===== src/design/ptc_pkg.sv =====
// ----------------------------------------------------------------------------
// ptc_pkg
// Shared types, constants and arithmetic helpers for the pressure and
// temperature compensation pipeline.
// ----------------------------------------------------------------------------
package ptc_pkg;

    localparam int unsigned DIV_W = 64;

    localparam logic [63:0] OFFSET_FINE = 64'd128000;
    localparam logic [63:0] PRESS_FULL  = 64'd1048576;
    localparam logic [63:0] PRESS_SCALE = 64'd3125;
    localparam logic [63:0] LIN_BIAS    = 64'h0000_8000_0000_0000;

    typedef enum logic [2:0] {
        REG_T1    = 3'd0,
        REG_T2    = 3'd1,
        REG_T3    = 3'd2,
        REG_P1_P4 = 3'd3,
        REG_P5_P8 = 3'd4,
        REG_P9    = 3'd5
    } cfg_reg_t;

    typedef struct packed {
        logic [15:0] t1;
        logic [15:0] t2;
        logic [15:0] t3;
        logic [63:0] p1_p4;
        logic [63:0] p5_p8;
        logic [15:0] p9;
    } cal_t;

    typedef struct packed {
        logic [63:0] x;
        logic [31:0] fine;
        logic [31:0] cent;
        logic [19:0] adc_press;
    } temp_res_t;

    typedef struct packed {
        logic [31:0] fine;
        logic [31:0] cent;
        logic        neg;
        logic        invalid;
    } side_t;

    // 64x64 product modulo 2^64 as three 32x32 partial products
    typedef struct packed {
        logic [63:0] ll;
        logic [31:0] lh;
        logic [31:0] hl;
    } mul_pp_t;

    function automatic logic [63:0] sx16(input logic [15:0] v);
        return {{48{v[15]}}, v};
    endfunction

    function automatic logic [63:0] asr(input logic [63:0] v, input int unsigned n);
        return $unsigned($signed(v) >>> n);
    endfunction

    function automatic mul_pp_t mul_parts(input logic [63:0] a, input logic [63:0] b);
        mul_pp_t pp;
        pp.ll = a[31:0] * b[31:0];
        pp.lh = a[31:0] * b[63:32];
        pp.hl = a[63:32] * b[31:0];
        return pp;
    endfunction

    function automatic logic [63:0] mul_sum(input mul_pp_t pp);
        return pp.ll + {pp.lh + pp.hl, 32'h0};
    endfunction

    // (fine * 5 + 128) >>> 8
    function automatic logic [31:0] centi_of(input logic [31:0] f);
        logic signed [35:0] w;
        logic signed [35:0] r;
        w = $signed({{4{f[31]}}, f});
        w = (w <<< 2) + w + 36'sd128;
        r = w >>> 8;
        return r[31:0];
    endfunction

endpackage


===== src/design/ptc_temp.sv =====
// ----------------------------------------------------------------------------
// ptc_temp
// Five-stage temperature section: fine temperature, centidegrees and the
// offset fine value that feeds the pressure polynomial.
// ----------------------------------------------------------------------------
module ptc_temp (
    input  logic                 clk,
    input  logic                 rst_n,
    input  logic                 en,
    input  logic                 in_valid,
    input  logic [19:0]          adc_temp,
    input  logic [19:0]          adc_press,
    input  ptc_pkg::cal_t        cal,
    output logic                 out_valid,
    output ptc_pkg::temp_res_t   res
);

    logic [4:0]         vld_reg;
    logic [19:0]        press_reg [5];

    logic signed [18:0] a_reg, a_next;
    logic signed [18:0] d_reg, d_next;
    logic signed [34:0] m1_reg, m1_next;
    logic signed [37:0] dd_reg, dd_next;
    logic signed [23:0] v1t_reg, v1t_next;
    logic signed [41:0] m2_reg, m2_next;
    logic [31:0]        fine4_reg, fine_next;
    logic [31:0]        fine5_reg;
    logic [31:0]        cent_reg, cent_next;
    logic [63:0]        x_reg, x_next;

    logic signed [34:0] m1_sh;
    logic signed [37:0] dd_sh;
    logic signed [41:0] sum42;

    always_comb
    begin
        a_next    = $signed({2'b00, adc_temp[19:3]}) - $signed({2'b00, cal.t1, 1'b0});
        d_next    = $signed({3'b000, adc_temp[19:4]}) - $signed({3'b000, cal.t1});
        m1_next   = a_reg * $signed(cal.t2);
        dd_next   = d_reg * d_reg;
        m1_sh     = m1_reg >>> 11;
        v1t_next  = m1_sh[23:0];
        dd_sh     = dd_reg >>> 12;
        m2_next   = $signed(dd_sh[25:0]) * $signed(cal.t3);
        sum42     = (m2_reg >>> 14) + v1t_reg;
        fine_next = sum42[31:0];
        x_next    = {{32{fine4_reg[31]}}, fine4_reg} - ptc_pkg::OFFSET_FINE;
        cent_next = ptc_pkg::centi_of(fine4_reg);
    end

    always_ff @(posedge clk or negedge rst_n)
    begin
        if (!rst_n)
        begin
            vld_reg <= '0;
        end
        else if (en)
        begin
            vld_reg <= {vld_reg[3:0], in_valid};
        end
    end

    always_ff @(posedge clk)
    begin
        if (en)
        begin
            press_reg[0] <= adc_press;
            for (int k = 1; k < 5; k++)
            begin
                press_reg[k] <= press_reg[k-1];
            end
            a_reg     <= a_next;
            d_reg     <= d_next;
            m1_reg    <= m1_next;
            dd_reg    <= dd_next;
            v1t_reg   <= v1t_next;
            m2_reg    <= m2_next;
            fine4_reg <= fine_next;
            fine5_reg <= fine4_reg;
            cent_reg  <= cent_next;
            x_reg     <= x_next;
        end
    end

    assign out_valid     = vld_reg[4];
    assign res.x         = x_reg;
    assign res.fine      = fine5_reg;
    assign res.cent      = cent_reg;
    assign res.adc_press = press_reg[4];

endmodule


===== config.mk =====
export PLATFORM = sky130hd
export DESIGN_NAME = ptc_temp
export DESIGN_NICKNAME = d
export VERILOG_FILES = /design/src/design/ptc_pkg.sv /design/src/design/ptc_temp.sv
export SDC_FILE = /design/constraint.sdc
export NUM_CORES = 2
export LEC_CHECK = 0
export BUFFER_PORTS_ARGS = -buffer_cell sky130_fd_sc_hd__buf_2
export CORE_ASPECT_RATIO = 1.2
export CORE_MARGIN = 2
export CORE_UTILIZATION = 53
export CTS_BUF_LIST = sky130_fd_sc_hd__clkbuf_4
export DETAILED_ROUTE_END_ITERATION = 10
export PLACE_DENSITY = 0.72
export RECOVER_POWER = 25
export REMOVE_ABC_BUFFERS = 1
export SLEW_MARGIN = 20
export SYNTH_ARGS = -nofsm -noshare
export SYNTH_HDL_FRONTEND = slang
export SYNTH_SLANG_ARGS = --single-unit
export TNS_END_PERCENT = 50

===== constraint.sdc =====
create_clock -name clk -period 9.4 [get_ports clk]
set_input_delay 1.41 -clock clk [delete_from_list [all_inputs] [get_ports clk]]
set_output_delay 1.41 -clock clk [all_outputs]
set_load 0.02 [all_outputs]

## Yosys cells after proc, flatten, opt, wreduce, memory -nomap -nowiden

Memories as Yosys holds them, arrays and structs flattened.
Cells that the tools add are included.
Widths: inputs -> output; s select.

- Eq/ne operators: 0
- Magnitude comparators: 0
- Muxes and demuxes: 2
- $mul: 3
- Add/sub/neg operators: 6
- Shifts and indexed selects: 0
- Div/mod/pow operators: 0
- Bitwise operators: 0
- Reductions and logical operators: 0

Operators by type and width:

| cell | number |
|---|---|
| $mul 26x16->42 | 1 |
| $mul 17x17->34 | 1 |
| $mul 18x16->34 | 1 |
| $add 32x9->33 const B | 1 |
| $add 31x29->32 | 1 |
| $sub 29x18->30 const B | 1 |
| $add 28x24->29 | 1 |
| $sub 17x17->18 | 1 |
| $sub 16x16->17 | 1 |
| $mux 1 | 2 |

- Register bits after elaboration: 329
- Memories kept: 1
- ROM bits: 0
- Input bits: 236
- RAM bits: 100
- Bits in latches: 0

Memories:

| name | words | bits a word | rd ports | clocked after Yosys merged registers in | write ports | line | RTL |
|---|---|---|---|---|---|---|---|
| press_reg | 5 | 20 | 5 | 0 | 5 | ptc_temp.sv:19 | `logic [19:0] press_reg [5];` |

## Logic depth before layout (Yosys ltp)

- Depth in word-level cells: 2
- Depth in mapped cells: 27

## Worst setup path after synthesis

OpenSTA, ideal clock, no wires.

- Kind: in2reg
- From: input port cal[145] (netlist name)
- To: register m2_reg[41] (data pin)
- Required time: 9,140 ps
- Stages on the path: 23
- Arrival: 7,262 ps
- Setup slack: 1,878 ps
- Cells stage by stage: clkbuf_1 -> nand2_1 -> inv_1 -> fa_1 -> inv_1 -> fa_1 -> fa_1 -> fa_1 -> fa_1 -> fa_1 -> inv_1 -> ha_1 -> and3_1 -> a221oi_2 -> o21ai_1 -> a32oi_1 -> a21bo_2 -> a21o_1 -> a31o_4 -> o311a_4 -> o21ai_4 -> a21oi_1 -> xnor2_1

- Longest elaborated chain between the ends: 1

Ends and longest elaborated chain:

| item | line | RTL |
|---|---|---|
| from (decl) | ptc_temp.sv:13 | `input ptc_pkg::cal_t cal,` |
| $mul 26x16->42 | ptc_temp.sv:45 | `m2_next = $signed(dd_sh[25:0]) * $signed(cal.t3);` |
| via m2_next[41] | ptc_temp.sv:26 | `logic signed [41:0] m2_reg, m2_next;` |
| to (signal assigned) | ptc_temp.sv:78 | `m2_reg <= m2_next;` |
| to (decl) | ptc_temp.sv:26 |  |

The timed path passes the listed nets, and every way through them passes these cells.
A chain may end at the register's enable or synchronous reset.

==> results_dict.tcl <==
set metrics [dict create \
    synth_flop_cell "edfxtp_1" \
    grt_antenna_before_repair 2 \
    placedCellCount 5609 \
    hold_viol_final 0 \
    cts_num_sinks 322 \
    syn2layout_area_growth_pct 6.66 \
    period_share_pct 82.6 \
    skew_ns 0.0573 \
    synthArstFlopShare_pct 1.55 \
    yosysWarnings 0 \
    status "complete, but fails checks" \
    synthCells 4406 \
    die_w_um 273 \
    nets 6078 \
    cp_data_required_time_ns 9.93 \
    syn_area_sq_mm 0.0461 \
    synth-edff-count 317 \
    violations "max-capacitance violations, max-slew violations" \
    wirelength_um 100000 \
    hold_buffers 0 \
    via_count 30029 \
    finalMaxSlewViolations 75 \
    cp-end-kind "flop" \
    rows 118 \
    cts_resized 0 \
    fin_util_pct 57.1 \
    drt_iter0_drc 1570 \
    synthAdderAreaFrac_pct 49.8 \
    largest_reg_flops 100 \
    synth_mux_area_share_pct 0.122 \
    ys_ff_latch 322 \
    die_height_um 327 \
    drc 0 \
    post_cts_buffers 0 \
    root_buffer "clkbuf_4" \
    yosysTopAreaCellShare_pct 40.0 \
    grt_pass1_vias 33447 \
    critPathKind "flop to flop" \
    yosys.cell_types.count 62 \
    fin_cells 5772 \
    setup_tns_ns 0 \
    drive_above_1_share_pct 9.20 \
    maxCapViolations 1 \
    critPathLaunchType "flop" \
    synth_area_leaders "fa_1, edfxtp_1, ha_1, inv_1, and2_1" \
    coreArea_sq_mm 0.0862 \
    gp_routability_congestion 0.908 \
    grt.total_usage_pct 23.7 \
    clockBufferDepth 3 \
    synth_compound_area_share_pct 3.94 \
    worstMarginPinSlew_ns 4.42 \
    synth.most_common_cell "inv_1" \
    ios 385 \
    synth_xor_area_share_pct 2.90 \
    rsz0062_at_grt "no" \
    synth_seq_area_share_pct 20.9 \
    max_freq_ghz 0.129 \
    synth.largest_area_cell "fa_1" \
    drt-vias-per-instance 5.20 \
    cts_tree "done" \
    grt_pass1_wl_um 166000 \
    holdCritPathClass "flop to flop" \
    avgRoutedWirePerCell_um 17.3 \
    ys_top_cells_by_count "inv_1, fa_1, nand2_1" \
    finalSetupViolations 0 \
    insertion_delay_ns 0.82 \
    grt_max_degree 170 \
    cts_buffers 88 \
    route.antenna.remaining_nets 0 \
    fill_cells 7386 \
    fin_crit_ns 7.76 \
    grt-ovfl-total 0 \
    dr.pass1.iters 8 \
    clkTransAtPathRegs_ns 0.06 \
    start_util_pct 53.5 \
    numPortBuffers 237 \
    critPathMaxFanout 20 \
    synth_top_family_by_area "adder cells" \
    worstPathArrival_ns 8.30 \
    die_area_sq_mm 0.0894 \
    htreeDepth 3 \
    max-slew-margin-rel_pct -195 \
    avgSynthCellArea_sq_um 10.5 \
    yosys.area_share.simple_pct 11.3 \
    dp_hpwl_um 79200 \
]
-- cell type report --
| type | instances | area [sq um] | share of cell area, % |
|---|---|---|---|
| Multi-Input combinational cell | 2805 | 31400 | 63.8 |
| Sequential cell | 322 | 9640 | 19.6 |
| Inverter | 1071 | 4020 | 8.17 |
| Clock buffer | 124 | 931 | 1.89 |
| Timing Repair Buffer | 271 | 1440 | 2.92 |
| Tap cell | 1140 | 1430 | 2.90 |
| Clock inverter | 36 | 325 | 0.661 |
| Antenna cell | 3 | 7.51 | 0.0153 |
-- critical path, stage by stage, from the launching register on --
cell      delay (ns)
edfxtp_1        1.00
inv_1           0.31
fa_1            0.62
inv_1           0.07
fa_1            0.49
inv_1           0.06
fa_1            0.50
fa_1            0.49
inv_1           0.05
fa_1            0.47
inv_1           0.05
fa_1            0.47
inv_1           0.04
ha_1            0.31
o21ai_0         0.10
nand2b_1        0.11
nand2_1         0.08
nor3_1          0.17
a21boi_0        0.19
o21ai_0         0.65
a31oi_1         0.31
a21oi_1         0.30
a21o_1          0.19
a21oi_1         0.09
xnor2_1         0.34
-- metal layers --
metal  track usage (%)  up-vias  share of wire (%)
met5                 0        -                  0
met4              10.3        0                4.3
met3              2.66      250                4.9
met2              42.7      913                 52
met1              28.6    15302                 39
li1                  -    13564                  -
-- through the flow --
| stage | hold WS, ns | area (sq um) | setup slack [ns] |
|---|---|---|---|
| finish | 0.398 | 49200 | 1.64 |
| global route | 0.410 | 49200 | 1.13 |
| CTS | 0.327 | 49200 | 1.47 |
| detailed placement | 0.405 | 48000 | 1.08 |
| global placement | 0.400 | 48000 | 1.25 |
| floorplan | 0.400 | 45100 | 2.05 |
-- final timing paths --
kind / startpoint / end / slack (ns) / depth (start not counted)
worst min register to register: m1_reg[25]$_DFFE_PP_ / v1t_reg[14]$_DFFE_PP_ / 0.40 / 0
worst max register to register: a_reg[9]$_DFFE_PP_ / dd_reg[36]$_DFFE_PP_ / 1.64 / 24
worst min-delay path: m1_reg[25]$_DFFE_PP_ / v1t_reg[14]$_DFFE_PP_ / 0.40 / 0
min in group asynchronous: rst_n / vld_reg[4]$_DFFE_PN0P_ / 0.44 / 1
worst max-delay path: a_reg[9]$_DFFE_PP_ / dd_reg[36]$_DFFE_PP_ / 1.64 / 24
max in group asynchronous: rst_n / vld_reg[1]$_DFFE_PN0P_ / 8.75 / 1
-- kinds of logic after synthesis --
kind of cell,after synthesis
multiplexers,5
AND/OR/NAND/NOR,1093
buffers and inverters,1279
AO/OA/AOI/OAI,271
XOR/XNOR,153
adder cells (fa/ha/maj),1283
flip-flops,322
-- layout by cell type (no fill, tap or decap), types with 7 or more instances in the layout --
master	n
clkbuf_1	12
clkbuf_4	124
xor2_1	52
a21o_1	39
nand2b_1	26
inv_1	1071
clkinv_1	14
o211ai_1	8
nor2_1	145
a31oi_1	7
nor3_1	42
o21a_1	24
ha_1	361
o21ai_0	53
buf_2	225
edfxtp_1	317
buf_4	33
nand3_1	20
a21oi_1	69
clkinv_2	11
nor2b_1	24
nand4_1	8
o21bai_1	10
nand2_1	482
fa_1	922
xnor2_1	101
and2_1	311
a211oi_1	8
Power is not shown: default switching activity piles up to over one toggle a cycle in this logic, so the estimate is an artifact.
